### src/rtl/core/cdp_pkg.sv
package cdp_pkg;

   // fixed field widths
   localparam int INDEX_BITS = 16;
   localparam int TOL_BITS   = 14;
   localparam int TOLSQ_BITS = 2 * TOL_BITS + 1;
   localparam int CSR_BITS   = 16;

   // register indexes
   localparam logic CSR_TOLERANCE    = 1'b0;
   localparam logic CSR_VERTEX_COUNT = 1'b1;

   // plane count codes
   localparam logic [1:0] PLANES_ONE = 2'd1;
   localparam logic [1:0] PLANES_TWO = 2'd2;

   typedef enum logic [1:0] {
      STATUS_OK    = 2'd0,
      STATUS_RANGE = 2'd1,
      STATUS_UNDEF = 2'd2
   } status_type;

   // control carried alongside each word through the pipe
   typedef struct packed {
      logic                  valid;
      status_type            status;
      logic [INDEX_BITS-1:0] index;
      logic [2:0]            neg;
      logic [2:0]            sat;
   } ctl_type;

endpackage

### src/rtl/core/cdp_sqrt_cell.sv
module cdp_sqrt_cell
   import cdp_pkg::*;
#(
   parameter int ROOT_W = 17,
   parameter int PAY_W  = 48
) (
   input  logic                  clock,
   input  logic                  reset,
   input  ctl_type               ctl_in,
   input  logic [2*ROOT_W-1:0]   rad_in,
   input  logic [ROOT_W-1:0]     root_in,
   input  logic [ROOT_W+1:0]     rem_in,
   input  logic [PAY_W-1:0]      pay_in,
   output ctl_type               ctl_out,
   output logic [2*ROOT_W-1:0]   rad_out,
   output logic [ROOT_W-1:0]     root_out,
   output logic [ROOT_W+1:0]     rem_out,
   output logic [PAY_W-1:0]      pay_out
);

   ctl_type ctl_ff;
   logic [2*ROOT_W-1:0] rad_ff, rad_in_next;
   logic [ROOT_W-1:0] root_ff, root_in_next;
   logic [ROOT_W+1:0] rem_ff, rem_in_next;
   logic [PAY_W-1:0] pay_ff;
   logic [ROOT_W+3:0] acc;
   logic [ROOT_W+3:0] trial;

   // one root bit: bring down the next digit pair and try the subtract
   always_comb begin
      acc         = {rem_in, rad_in[2*ROOT_W-1 -: 2]};
      trial       = {2'b00, root_in, 2'b01};
      rad_in_next = rad_in << 2;
      if (acc >= trial) begin
         rem_in_next  = (ROOT_W+2)'(acc - trial);
         root_in_next = {root_in[ROOT_W-2:0], 1'b1};
      end else begin
         rem_in_next  = (ROOT_W+2)'(acc);
         root_in_next = {root_in[ROOT_W-2:0], 1'b0};
      end
   end

   always_ff @(posedge clock) begin
      if (reset) begin
         ctl_ff <= '0;
      end else begin
         ctl_ff <= ctl_in;
      end
   end

   always_ff @(posedge clock) begin
      rad_ff  <= rad_in_next;
      root_ff <= root_in_next;
      rem_ff  <= rem_in_next;
      pay_ff  <= pay_in;
   end

   assign ctl_out  = ctl_ff;
   assign rad_out  = rad_ff;
   assign root_out = root_ff;
   assign rem_out  = rem_ff;
   assign pay_out  = pay_ff;

endmodule

### config.mk
export PLATFORM = sky130hd
export DESIGN_NAME = cdp_sqrt_cell
export DESIGN_NICKNAME = d
export VERILOG_FILES = /design/src/rtl/core/cdp_pkg.sv /design/src/rtl/core/cdp_sqrt_cell.sv
export SDC_FILE = /design/constraint.sdc
export NUM_CORES = 1
export LEC_CHECK = 0
export BUFFER_PORTS_ARGS = -buffer_cell sky130_fd_sc_hd__buf_2
export CAP_MARGIN = 25
export CORE_AREA = 2 2 112 114
export DETAILED_ROUTE_END_ITERATION = 10
export DIE_AREA = 0 0 114 116
export PLACE_DENSITY = 0.68
export SYNTH_ARGS = -nofsm -noshare
export SYNTH_HDL_FRONTEND = slang
export SYNTH_SLANG_ARGS = --single-unit
export TNS_END_PERCENT = 100
### constraint.sdc
create_clock -name clock -period 2.9 [get_ports clock]
set_clock_uncertainty 0.2 [all_clocks]
set_input_delay 0.58 -clock clock [delete_from_list [all_inputs] [get_ports clock]]
set_output_delay 0.58 -clock clock [all_outputs]
set_load 0.05 [all_outputs]
==> results.yml <==
flow_run:
  maxCapViolCount: 0
cts:
  cts.sinks: 141
  cts_tree: "done"
  path_clk_slew_ns: 0.06
  h-tree-depth: 4
  clockBufferDepth: 2
  cts_setup_buffers: 0
  hold_buffers: 0
  clockRootBuffer: "clkbuf_16"
  cts_buffers: 17
  cts_resized: 0
detailed_routing:
  num_vias: 3597
  vias_per_cell: 4.40
  wirelength_mm: 11.9
  drtIter0Drc: 146
  ant_nets: 0
  post_drt_wl_per_cell_microns: 14.6
  drc: 0
  first_pass_iters: 4
status:
  status: "finished, final reports clean"
grt:
  grt_max_degree: 26
  met1_usage_pct: 17.7
  gr-total-overflow: 0
  grt_pass1_vias: 3559
  grt.busiest_layer: "met2"
  met2_usage_pct: 31.4
  met3_usage_pct: 6.49
  grt_pass1_wl_mm: 17.3
  grt_use_total_pct: 17.4
  antenna_found_initial: 1
cells_and_area:
  area_growth_pct: 53.7
  final_net_count: 822
  fin_area_sq_mm: 0.00665
  nFillCells: 1012
  drive_above_1_share_pct: 52.8
floorplan:
  die_y_microns: 116
  die_area_sq_mm: 0.0132
  rows: 40
  start_util_pct: 36.3
  fp.dieW_microns: 114
  io_pins: 288
  core_sq_mm: 0.0119
critical_path:
  slowest_delay_ns: 0.42
  crit_family: "compound AO/OA/AOI/OAI gates"
  path_common_cell: "o21ai_0"
  setup.worst_path.start_class: "primary input"
  critPathSlowestCell: "a211oi_1"
  required_ns: 3.00
  worst-path-buf-inv: 2
  crit_arrival_ns: 2.62
  crit_fanout: 7
  crit_type: "primary input to flop"
  worstSetupEndpointType: "flop"
  crit_chain: "buf_2, inv_1, ha_1, a211oi_1, o21ai_0, a21boi_0, o21ai_0, xor2_1, mux2_4"
power_and_ir_drop:
  power_density_mw_per_mm2: 836
  vdd_ir_drop_max_v: 0.000287
  total_power_mw: 5.56
  leakage_nw: 3.44
sta:
  fin_crit_sh_pct: 87.1
  fin_crit_ns: 2.53
  finalSetupTns_ns: 0
  max_freq_mhz: 396
  slew_viol_final: 0
  setup_viol: 0
  rsz0062_at_grt: "false"
  finalHoldViolCount: 0
yosys:
  synth_top_flop_cell: "dfxtp_1"
  synth-edff-count: 0
  yosysSeqAreaShare_pct: 65.2
  ys_types: 44
  syn_area_sq_mm: 0.00433
  async_reset_ff_share_pct: 0
  synth_common_cells: "141 x dfxtp_1, 26 x nor2b_1, 22 x inv_1, 19 x ha_1, 16 x mux2_4"
  syn_area_per_cell_sq_um: 12.5
  synthTopCellsByArea: "dfxtp_1 65%, mux2_4 5.6%, ha_1 5.5%"
  synth-seq-cells: 141
  synth_top_area_share_pct: 65.2
  netlist_instances: 345
  yosysTopAreaCell: "dfxtp_1"
  synth.most_common_cell: "dfxtp_1"
  yosys_warnings: 0
placed_design:
  postPlaceCellArea_sq_mm: 0.00601
  io_buffers: 285
  gp_congestion: 0.839
  place_hpwl_mm: 9.52
worst_hold_path:
  hp-class: "primary input to flop"
  min-delay-start: "pay_in[28]"
  hold_path_end: "pay_out[28]"
  whs_path_depth: 1
==> report_power, final <==
part           internal, mW  total, mW  leakage, nW  switching (mW)
logic                 0.361       1.16         1.95           0.798
registers              2.09       2.12         1.19          0.0335
clock network          1.51       2.28        0.299           0.778
total                  3.95       5.56         3.44            1.61
==> logic make-up (layout without fill, tap and decap cells) <==
logic type / Yosys count / in the layout / share of synthesized area, %
muxes: 18 / 18 / 6.04
AOI/OAI and AO/OA: 54 / 54 / 8.36
adders and majority gates: 19 / 19 / 5.49
buffers and inverters: 31 / 355 / 3.44
and+or+nand+nor: 66 / 66 / 8.30
DFF: 141 / 141 / 65.2
other: 1 / 3 / 0.0867
xor gates and xnor gates: 15 / 15 / 3.04
==> how the worst max path moves through the flow <==
| stage | from | endpoint | slack [ns] | cells past startpoint |
|---|---|---|---|---|
| floorplan | root_in[14] | rem_out[10] | 0.25 | 9 |
| global placement | root_in[8] | rem_out[12] | 0.003 | 10 |
| detailed placement | root_in[8] | rem_out[11] | -0.03 | 10 |
| CTS | root_in[8] | rem_out[11] | 0.41 | 10 |
| global route | root_in[7] | rem_out[14] | 0.19 | 9 |
| finish | root_in[7] | rem_out[14] | 0.37 | 9 |
==> layout by cell type (no fill, tap or decap), drive strengths merged, types with 7 or more instances in the layout <==
master | netlist | routed
nor2 | 7 | 7
a21oi | 16 | 16
xnor2 | 8 | 8
clkbuf | 2 | 22
buf | 7 | 302
nor2b | 26 | 26
nand2 | 15 | 15
dfxtp | 141 | 141
ha | 19 | 19
o21ai | 12 | 12
mux2 | 17 | 17
inv | 22 | 22
xor2 | 7 | 7
==> cell type report <==
class                   count  area [sq um]  area share, %
clock buffers              22           474           7.13
multi-input cells         174          1360           20.4
clock inverters             9           160           2.41
well taps                 147           184           2.77
inverters                  22          82.6           1.24
diodes                      1          2.50         0.0376
repair buffers            302          1570           23.6
flip-flops and latches    141          2820           42.4
==> registers in the layout, summed over array words and instances (netlist names) <==
register and count:
ctl_out 25, pay_out 48, rad_out 32, rem_out 19, root_out 17
==> routing by layer <==
metal / share of wire (%) / wire (microns)
met1: 37 / 4460
met2: 53 / 6290
met3: 7.5 / 890
met4: 2.4 / 290
met5: 0 / 0
==> metrics by stage <==
stage	utilization (%)	cells	hold slack, ns	setup WS (ns)
2_1_floorplan	-	346	0.408	0.254
3_3_place_gp	50.5	786	0.482	0.00271
3_5_place_dp	50.5	786	0.484	-0.0281
4_1_cts	55.8	817	0.0475	0.406
5_1_grt	55.8	818	0.0434	0.189
6_report	55.8	818	0.0640	0.375
Power figures use the tool's default switching activity.
