$ cat src/rtl/core/cdp_pkg.sv
package cdp_pkg;

   // fixed field widths
   localparam int INDEX_BITS = 16;
   localparam int TOL_BITS   = 14;
   localparam int TOLSQ_BITS = 2 * TOL_BITS + 1;
   localparam int CSR_BITS   = 16;

   // register indexes
   localparam logic CSR_TOLERANCE    = 1'b0;
   localparam logic CSR_VERTEX_COUNT = 1'b1;

   // plane count codes
   localparam logic [1:0] PLANES_ONE = 2'd1;
   localparam logic [1:0] PLANES_TWO = 2'd2;

   typedef enum logic [1:0] {
      STATUS_OK    = 2'd0,
      STATUS_RANGE = 2'd1,
      STATUS_UNDEF = 2'd2
   } status_type;

   // control carried alongside each word through the pipe
   typedef struct packed {
      logic                  valid;
      status_type            status;
      logic [INDEX_BITS-1:0] index;
      logic [2:0]            neg;
      logic [2:0]            sat;
   } ctl_type;

endpackage

$ cat src/rtl/core/cdp_div_cell.sv
module cdp_div_cell
   import cdp_pkg::*;
#(
   parameter int LEN_W = 17,
   parameter int Q_W   = 15
) (
   input  logic                    clock,
   input  logic                    reset,
   input  ctl_type                 ctl_in,
   input  logic [LEN_W-1:0]        len_in,
   input  logic [2:0][LEN_W-1:0]   rem_in,
   input  logic [2:0][Q_W-1:0]     feed_in,
   input  logic [2:0][Q_W-1:0]     q_in,
   output ctl_type                 ctl_out,
   output logic [LEN_W-1:0]        len_out,
   output logic [2:0][LEN_W-1:0]   rem_out,
   output logic [2:0][Q_W-1:0]     feed_out,
   output logic [2:0][Q_W-1:0]     q_out
);

   ctl_type ctl_ff;
   logic [LEN_W-1:0] len_ff;
   logic [2:0][LEN_W-1:0] rem_ff, rem_in_next;
   logic [2:0][Q_W-1:0] feed_ff, feed_in_next;
   logic [2:0][Q_W-1:0] q_ff, q_in_next;
   logic [LEN_W:0] acc [3];

   // one quotient bit in each of the three lanes
   always_comb begin
      for (int i = 0; i < 3; i++) begin
         acc[i]          = {rem_in[i], feed_in[i][Q_W-1]};
         feed_in_next[i] = feed_in[i] << 1;
         if (acc[i] >= {1'b0, len_in}) begin
            rem_in_next[i] = LEN_W'(acc[i] - {1'b0, len_in});
            q_in_next[i]   = {q_in[i][Q_W-2:0], 1'b1};
         end else begin
            rem_in_next[i] = LEN_W'(acc[i]);
            q_in_next[i]   = {q_in[i][Q_W-2:0], 1'b0};
         end
      end
   end

   always_ff @(posedge clock) begin
      if (reset) begin
         ctl_ff <= '0;
      end else begin
         ctl_ff <= ctl_in;
      end
   end

   always_ff @(posedge clock) begin
      len_ff  <= len_in;
      rem_ff  <= rem_in_next;
      feed_ff <= feed_in_next;
      q_ff    <= q_in_next;
   end

   assign ctl_out  = ctl_ff;
   assign len_out  = len_ff;
   assign rem_out  = rem_ff;
   assign feed_out = feed_ff;
   assign q_out    = q_ff;

endmodule
$ cat config.mk
export PLATFORM = sky130hd
export DESIGN_NAME = cdp_div_cell
export DESIGN_NICKNAME = d
export VERILOG_FILES = /design/src/rtl/core/cdp_pkg.sv /design/src/rtl/core/cdp_div_cell.sv
export SDC_FILE = /design/constraint.sdc
export NUM_CORES = 1
export LEC_CHECK = 0
export BUFFER_PORTS_ARGS = -buffer_cell sky130_fd_sc_hd__buf_4
export CORE_AREA = 2 2 144 146
export DETAILED_ROUTE_END_ITERATION = 10
export DIE_AREA = 0 0 146 148
export PLACE_DENSITY = 0.76
export SYNTH_ARGS = -nofsm -noshare
export SYNTH_HDL_FRONTEND = slang
export SYNTH_SLANG_ARGS = --single-unit
$ cat constraint.sdc
create_clock -name clock -period 8.4 [get_ports clock]
set_input_delay 2.52 -clock clock [delete_from_list [all_inputs] [get_ports clock]]
set_output_delay 2.52 -clock clock [all_outputs]
set_load 0.02 [all_outputs]
==> results of run 1 <==
## cell type report
class,count,area (sq um),share of cell area (%)
Sequential cell,180,3600,33.4
Multi-Input combinational cell,442,3380,31.3
Timing Repair Buffer,363,2730,25.3
Clock buffer,18,439,4.08
Tap cell,270,338,3.14
Clock inverter,14,175,1.63
Inverter,29,111,1.03
Antenna cell,2,5.00,0.0465
## kinds of logic (layout without fill, tap and decap cells)
family	after synthesis	in the layout	synth area share [%]
other	1	5	0.0519
AND/OR/NAND/NOR	157	157	11.5
adder cells (fa/ha/maj)	54	54	9.66
buffers and inverters	54	424	3.53
XOR/XNOR	33	33	4.00
multiplexers	44	44	7.25
flip-flops	180	180	49.9
AO/OA/AOI/OAI	151	151	14.1
## per-stage QoR
stage	total power [mW]	util [%]
6_report	2.39	53.8
5_1_grt	2.50	53.7
4_1_cts	2.41	53.7
3_5_place_dp	1.61	50.7
3_3_place_gp	1.60	50.7
2_1_floorplan	1.34	-
## synthesized netlist by cell type (all sizes together) (3+ instances only)
cell type and instances:
o211ai 4, and4 4, mux2i 4, nand3 18, a31oi 4, mux2 40, inv 29, a211oi 6
o31ai 5, dfxtp 180, o21a 9, a21oi 39, nor4 5, o2111ai 3, a21o 21, and3 5
o21ai 31, nor2 33, nand4 7, nor2b 31, clkbuf 16, nand2 29, and2 3, nand2b 4
nor3 7, fa 3, o31a 3, o21bai 7, xnor2 19, o41ai 3, or3 4, ha 51
buf 9, a22oi 3, xor2 14
## layer usage
layer / GRT usage [%] / wire [um] / up-vias
met2: 37.8 / 12300 / 242
met3: 6.05 / 1590 / 20
li1: - / - / 3099
met1: 22.7 / 9170 / 2958
met4: 6.99 / 440 / 0
met5: 0 / 0 / -
## power by group
part | internal [mW] | total, mW | switching, mW | leakage [nW]
logic | 0.296 | 0.624 | 0.328 | 3.36
clock network | 0.413 | 0.801 | 0.387 | 0.298
registers | 0.939 | 0.963 | 0.0240 | 1.52
## flip-flops by register name, indices dropped and copies added (netlist names)
signal    flops
len_out      17
q_out        45
rem_out      51
feed_out     42
ctl_out      25
## worst max-delay path by stage
stage,startpoint,endpoint,slack (ns),depth (start not counted)
2_1_floorplan,feed_in[14],rem_out[10],3.44,13
3_3_place_gp,len_in[4],rem_out[42],2.86,9
3_5_place_dp,len_in[4],rem_out[43],2.91,9
4_1_cts,len_in[4],rem_out[48],3.34,9
5_1_grt,feed_in[29],rem_out[28],3.13,12
6_report,len_in[13],rem_out[28],3.34,10
==> Implementation_results.wiki, run 1 <==
{| class="wikitable"
! Metric !! Value
|-
| Result of the run || complete, no violations
|-
| Overall global routing resource usage || about a fifth
|-
| Static leakage power || 5.17 nW
|-
| Average footprint of a synthesized cell || 10.7 sq um
|-
| Starting utilization of the core area || a little over a third
|-
| DRC violation total after the first TritonRoute iteration || between 200 and 300
|-
| Final-layout fill cell count || 1,801
|-
| Top cells by area, synth || sky130_fd_sc_hd__dfxtp_1 50%, sky130_fd_sc_hd__ha_1 8.8%, sky130_fd_sc_hd__mux2_2 4.8%
|-
| Clock H-tree levels || 4
|-
| Post-route fraction of the period consumed by the critical path || about 60%
|-
| Commonest cells after routing, fill and taps aside || 363 x sky130_fd_sc_hd__buf_4, 180 x sky130_fd_sc_hd__dfxtp_1, 51 x sky130_fd_sc_hd__ha_1
|-
| Worst path setup slack after routing || 3.34 ns
|-
| Bufs and invs on worst path || 3
|-
| Source of the worst hold timing path || q_in[22]
|-
| Cell Area, Synth || around 0.0072 sq mm
|-
| Die X-Extent || ~150 um
|-
| Yosys top cell area share || about half
|-
| Max_slew headroom || 34.7%
|-
| Total placed instance area || just over 0.01 sq mm
|-
| Post-synth top flop || sky130_fd_sc_hd__dfxtp_1
|-
| Most common cell after layout, fill and taps aside || sky130_fd_sc_hd__buf_4
|-
| Total negative setup slack || 0 ns
|-
| Cell Count Post-Placement || 1,284
|-
| Number of design rule violations left after detail routing || 0
|-
| Count of standard-cell rows || 52
|-
| #FFs+latches synth || 180
|-
| Post-route ant nets || 0
|-
| Critical path capture point type || flop
|-
| Total count of max-transition violations in the final report || 0
|-
| Largest area contributor in the netlist || sky130_fd_sc_hd__dfxtp_1
|-
| Total setup buffers inserted after CTS || 0
|-
| Number of buffers inserted by port buffering || between 300 and 400
|-
| Num CTS Buffers || 17
|-
| Ys Warns || 0
|-
| Fraction of final layout cells with drive strength greater than 1 || a little over two fifths
|-
| Clock-pin slew of the registers on the worst-case setup and hold paths || roughly 0.080 ns
|-
| Slew @ Worst Pin || ~0.98 ns
|-
| Synthesized instance count || 674
|-
| Peak supply drop || roughly 0.13 mV
|-
| Number of flops mapped to enable cells by yosys || 0
|-
| Number of vias in the routed layout || 6,319
|-
| Slowest-stage cell, CP || sky130_fd_sc_hd__a211oi_2
|-
| Max-cap viol count || 0
|-
| Drt total wl || 23,500 um
|-
| Arrival time reported for the critical path endpoint || 5.37 ns
|-
| Final period demand of the worst path || a little over 5 ns
|-
| Cell depth of the worst min-delay path || 1
|-
| Mean routed wirelength per cell || ~18 um
|-
| Area added between synthesis and finish || 49.1%
|-
| RePlAce Congestion || 0.889
|-
| WP data required || ~8.7 ns
|-
| RSZ-0062 raised after global routing || false
|-
| Min Hold Slack || around 2.2 ns
|-
| Count of final setup violators || 0
|-
| Via count of the first global-routing pass || 5,916
|-
| Wire length of the first global-routing pass || 33,400 um
|-
| Resize count post-CTS || 0
|-
| Root cell of the clock tree || sky130_fd_sc_hd__clkbuf_16
|-
| Clk sinks || 180
|-
| Number of unique standard cell types used by synthesis || 64
|-
| Floorplan die height || 148 um
|-
| Cell chain of the critical path || buf_4 -> inv_1 -> ha_1 -> a21oi_1 -> o211ai_1 -> a22oi_1 -> o21ai_1 -> a211oi_2 -> buf_4 -> mux2_2
|-
| DRT Pass-1 Iters || 9
|-
| Cell Pwr Density || between 200 and 250 mW/mm^2
|-
| Library cell appearing most often on the critical path || sky130_fd_sc_hd__buf_4
|-
| Ys async rst share || 0%
|-
| Core Region || about 0.020 sq mm
|-
| Number of endpoints with negative hold slack in the final report || 0
|-
| TritonCTS clock tree || done
|-
| Sequential element share of the synthesized area || 49.9%
|-
| Die area || ~0.022 sq mm
|-
| Global-route congestion overflow total || 0
|-
| Pre-CTS worst setup slack || between 2 and 3 ns
|-
| Via count normalized by instance count || between 4 and 5
|-
| FMAX || between 150 and 200 MHz
|-
| Non-filler cells, final || about 1,300
|-
| Maximum number of pins on one net before global-route repair || 26
|-
| # IOs || around 370
|-
| Maximum fanout count along the critical path || 10
|-
| CTS Hold Buffers Added || 0
|-
| Buffers from clock root to sink, at most || 2
|-
| Stage delay of the slowest cell on the critical path || between 0.6 and 0.7 ns
|-
| Total half-perimeter wirelength after legalization and detailed placement || approximately 19,000 um
|-
| Destination of the worst hold path || q_out[23]
|-
| Crit Path Class || in -> reg
|-
| Family with the most delay on the worst path || compound AO/OA/AOI/OAI gates
|-
| Number of nets in the finished design || between 1,000 and 1,500
|-
| Worst Hold Class || in -> reg
|-
| Initial antenna violation count || 2
|-
| Post-route standard cell area excluding fillers || about 0.011 sq mm
|-
| Kind of start point of the critical path || primary input
|}
(Power assumes the default switching activity.)
==> run 2, diff against run 1 <==
--- a/config.mk
+++ b/config.mk
@@ -5,11 +5,12 @@
 export SDC_FILE = /design/constraint.sdc
 export NUM_CORES = 1
 export LEC_CHECK = 0
+export ABC_AREA = 1
 export BUFFER_PORTS_ARGS = -buffer_cell sky130_fd_sc_hd__buf_4
-export CORE_AREA = 2 2 144 146
+export CORE_MARGIN = 2
+export CORE_UTILIZATION = 41
 export DETAILED_ROUTE_END_ITERATION = 10
-export DIE_AREA = 0 0 146 148
-export PLACE_DENSITY = 0.76
+export PLACE_DENSITY = 0.84
 export SYNTH_ARGS = -nofsm -noshare
 export SYNTH_HDL_FRONTEND = slang
 export SYNTH_SLANG_ARGS = --single-unit
==> constraint.sdc (replaced) <==
create_clock -name clock -period 4.3 [get_ports clock]
set_input_delay 1.29 -clock clock [delete_from_list [all_inputs] [get_ports clock]]
set_output_delay 1.29 -clock clock [all_outputs]
set_load 0.02 [all_outputs]
==> run 2 against run 1 <==
Non-clock buffer count is 1 lower. Clock power is 99% higher. Core utilization is 6.1 points higher. Area after synthesis is 12% higher. Hold slack worse by 1.2 ns. Die area is 3.6% lower. Largest cell class unchanged. Largest power group unchanged.
==> Implementation_results.wiki, run 2 <==
{| class="wikitable"
! Metric !! Value
|-
| # IOs || about 370
|-
| Post-synthesis adder-cell area fraction || about 8.7%
|-
| GRT met3 Usage || 6.26%
|-
| Drt total wl || roughly 26,000 um
|-
| Number of flops mapped to enable cells by yosys || 0
|-
| DRT Pass-1 Iters || 5
|-
| #FFs+latches synth || 180
|-
| Cell Count Post-Placement || 1,698
|-
| Floorplan die height || between 100 and 150 um
|-
| Clock-pin slew of the registers on the worst-case setup and hold paths || around 0.08 ns
|-
| Initial antenna violation count || 1
|-
| Total design power || around 4.7 mW
|-
| RSZ-0062 raised after global routing || false
|-
| Ys Warns || 0
|-
| Number of endpoints with negative hold slack in the final report || 0
|-
| Root cell of the clock tree || sky130_fd_sc_hd__clkbuf_16
|-
| Number of nets in the finished design || 1,691
|-
| Num CTS Buffers || 17
|-
| Yosys top cell area share || between 40 and 50%
|-
| Dominant combinational cell family by area after synthesis || simple AND/OR/NAND/NOR gates
|-
| Most common cell after layout, fill and taps aside || sky130_fd_sc_hd__nand2_1
|-
| Count of standard-cell rows || slightly above 50
|-
| Average footprint of a synthesized cell || approximately 7.4 sq um
|-
| Result of the run || complete, no violations
|-
| Library cell with the highest instance count after synthesis || sky130_fd_sc_hd__nand2_1
|-
| Cell chain of the critical path || buf_4 -> inv_1 -> ha_1 -> nand2_1 -> inv_1 -> nand2_1 -> nor2_2 -> nand2_1 -> nand2_1 -> nor2_4 -> nand2_4 -> nand2_1 -> nand2_1
|-
| Post-route ant nets || 0
|-
| Post-route fraction of the period consumed by the critical path || between 70% and 80%
|-
| Kind of start point of the critical path || primary input
|-
| WP data required || 4.63 ns
|-
| Peak supply drop || 0.244 mV
|-
| Overall global routing resource usage || between 20% and 30%
|-
| Worst Hold Class || in -> reg
|-
| Final period demand of the worst path || slightly above 3 ns
|-
| GR Util met2 || between 40% and 50%
|-
| Buffers from clock root to sink, at most || 2
|-
| Number of vias in the routed layout || 7,912
|-
| Arrival time reported for the critical path endpoint || about 3.4 ns
|-
| Fraction of final layout cells with drive strength greater than 1 || between 30% and 40%
|-
| DRC violation total after the first TritonRoute iteration || ~320
|-
| Maximum fanout count along the critical path || 18
|-
| RePlAce Congestion || a little over 1
|-
| Mean routed wirelength per cell || between 15 and 20 um
|-
| Synthesized instance count || about 1,100
|-
| Core Region || slightly below 0.02 sq mm
|-
| Stage delay of the slowest cell on the critical path || between 0.3 and 0.4 ns
|-
| Number of design rule violations left after detail routing || 0
|-
| Area added between synthesis and finish || 43.9%
|-
| Clk sinks || 180
|-
| Via count of the first global-routing pass || 7,388
|-
| Die X-Extent || about 140 um
|-
| FMAX || 327 MHz
|-
| Static leakage power || around 6.7 nW
|-
| Library cell appearing most often on the critical path || sky130_fd_sc_hd__nand2_1
|-
| Cell Pwr Density || roughly 400 mW/mm^2
|-
| Slowest-stage cell, CP || sky130_fd_sc_hd__nor2_4
|-
| Max-cap viol count || 0
|-
| XOR/XNOR share of the synthesized area || under 10%
|-
| Total setup buffers inserted after CTS || 0
|-
| Number of unique standard cell types used by synthesis || 33
|-
| Total count of max-transition violations in the final report || 0
|-
| Via count normalized by instance count || 4.57
|-
| Starting utilization of the core area || between 40% and 50%
|-
| CTS Hold Buffers Added || 0
|-
| Number of flip-flops under the largest register name || 51
|-
| Largest area contributor in the netlist || sky130_fd_sc_hd__dfxtp_1
|-
| Total half-perimeter wirelength after legalization and detailed placement || 21,500 um
|-
| Total negative setup slack || 0 ns
|-
| Top cells by area, synth || sky130_fd_sc_hd__dfxtp_1 45%, sky130_fd_sc_hd__nand2_1 17%, sky130_fd_sc_hd__inv_1 9.0%
|-
| Maximum number of pins on one net before global-route repair || 26
|-
| Final-layout fill cell count || 1,738
|-
| Area fraction in compound gates after synthesis || slightly above 2%
|-
| Resize count post-CTS || 0
|-
| Crit Path Class || in -> reg
|-
| Global-route congestion overflow total || 0
|-
| Bufs and invs on worst path || 3
|-
| Antenna cells || 0
|-
| Clock H-tree levels || 4
|-
| Critical path capture point type || flop
|-
| Global-route layer with the greatest usage || met2
|-
| Sequential element share of the synthesized area || 44.7%
|-
| Die area || between 0.02 and 0.025 sq mm
|-
| Wire length of the first global-routing pass || 38,000 um
|-
| TritonCTS clock tree || done
|-
| Area fraction in and, or, nand and nor cells after synthesis || 31.5%
|-
| Met1 Use GR || 27.7%
|-
| Post-synth top flop || sky130_fd_sc_hd__dfxtp_1
|-
| Family with the most delay on the worst path || simple AND/OR/NAND/NOR gates
|-
| Number of buffers inserted by port buffering || between 300 and 400
|-
| Count of final setup violators || 0
|-
| Cell Area, Synth || between 0.008 and 0.009 sq mm
|-
| Portion of netlist area occupied by mux cells || 0%
|-
| Ys async rst share || 0%
|-
| Most frequent cells after synthesis || 369 x sky130_fd_sc_hd__nand2_1, 193 x sky130_fd_sc_hd__inv_1, 180 x sky130_fd_sc_hd__dfxtp_1
|-
| Non-filler cells, final || between 1,500 and 2,000
|-
| Commonest cells after routing, fill and taps aside || 369 x sky130_fd_sc_hd__nand2_1, 362 x sky130_fd_sc_hd__buf_4, 193 x sky130_fd_sc_hd__inv_1
|}
-- run 2: cell types whose count changed after synthesis, moves of 13 or more --
cell	delta
sky130_fd_sc_hd__nand2_1	+340
sky130_fd_sc_hd__inv_1	+165
sky130_fd_sc_hd__nand3_1	+71
sky130_fd_sc_hd__mux2_2	-31
sky130_fd_sc_hd__nand2_2	+31
sky130_fd_sc_hd__nor2b_1	-31
sky130_fd_sc_hd__nor2_1	+28
sky130_fd_sc_hd__o21ai_0	-28
sky130_fd_sc_hd__a21o_1	-21
sky130_fd_sc_hd__xnor2_1	-17
sky130_fd_sc_hd__a21oi_1	-13
sky130_fd_sc_hd__clkbuf_1	-13
-- run 2: cell type report --
class | instances | area (sq um) | share of cell area [%]
clock buffers | 18 | 439 | 3.78
clock inverters | 14 | 173 | 1.49
inverters | 198 | 743 | 6.40
multi-input cells | 693 | 3600 | 31.0
flip-flops and latches | 180 | 3600 | 31.0
well taps | 265 | 332 | 2.86
repair buffers | 362 | 2720 | 23.4
-- run 2: path summary, 6_finish.rpt --
check  slack, ns  cells after the start  startpoint           to
min         0.95                      1    q_in[27]    q_out[28]
max         1.25                     13  len_in[10]  rem_out[26]
-- run 2: cells by family after synthesis --
group / after synthesis
AO/OA/AOI/OAI: 31
XOR/XNOR: 21
adder cells (fa/ha/maj): 54
buffers and inverters: 213
flip-flops: 180
other: 1
AND/OR/NAND/NOR: 584
-- run 2: per-stage QoR --
stage               cell area (sq um)  hold slack [ns]  util, %  setup WS [ns]
finish                          11600            0.947     59.9           1.25
detailed placement              11000             1.40     56.7          0.834
global placement                11000             1.39     56.7          0.850
global route                    11600            0.924     59.9           1.10
floorplan                        8080             1.32        -           1.47
CTS                             11600            0.935     59.9           1.28
-- run 2: power breakdown --
part | switching [mW] | leakage [nW] | internal, mW
Combinational | 0.726 | 4.85 | 0.507
Clock | 0.776 | 0.298 | 0.809
Sequential | 0.0510 | 1.52 | 1.83
Total | 1.55 | 6.66 | 3.14
-- run 2: per-layer routing --
| layer | vias up | routed length (um) |
|---|---|---|
| met5 | - | 0 |
| met4 | 0 | 987 |
| met3 | 56 | 2100 |
| met2 | 315 | 12900 |
| met1 | 3530 | 10200 |
| li1 | 4011 | - |
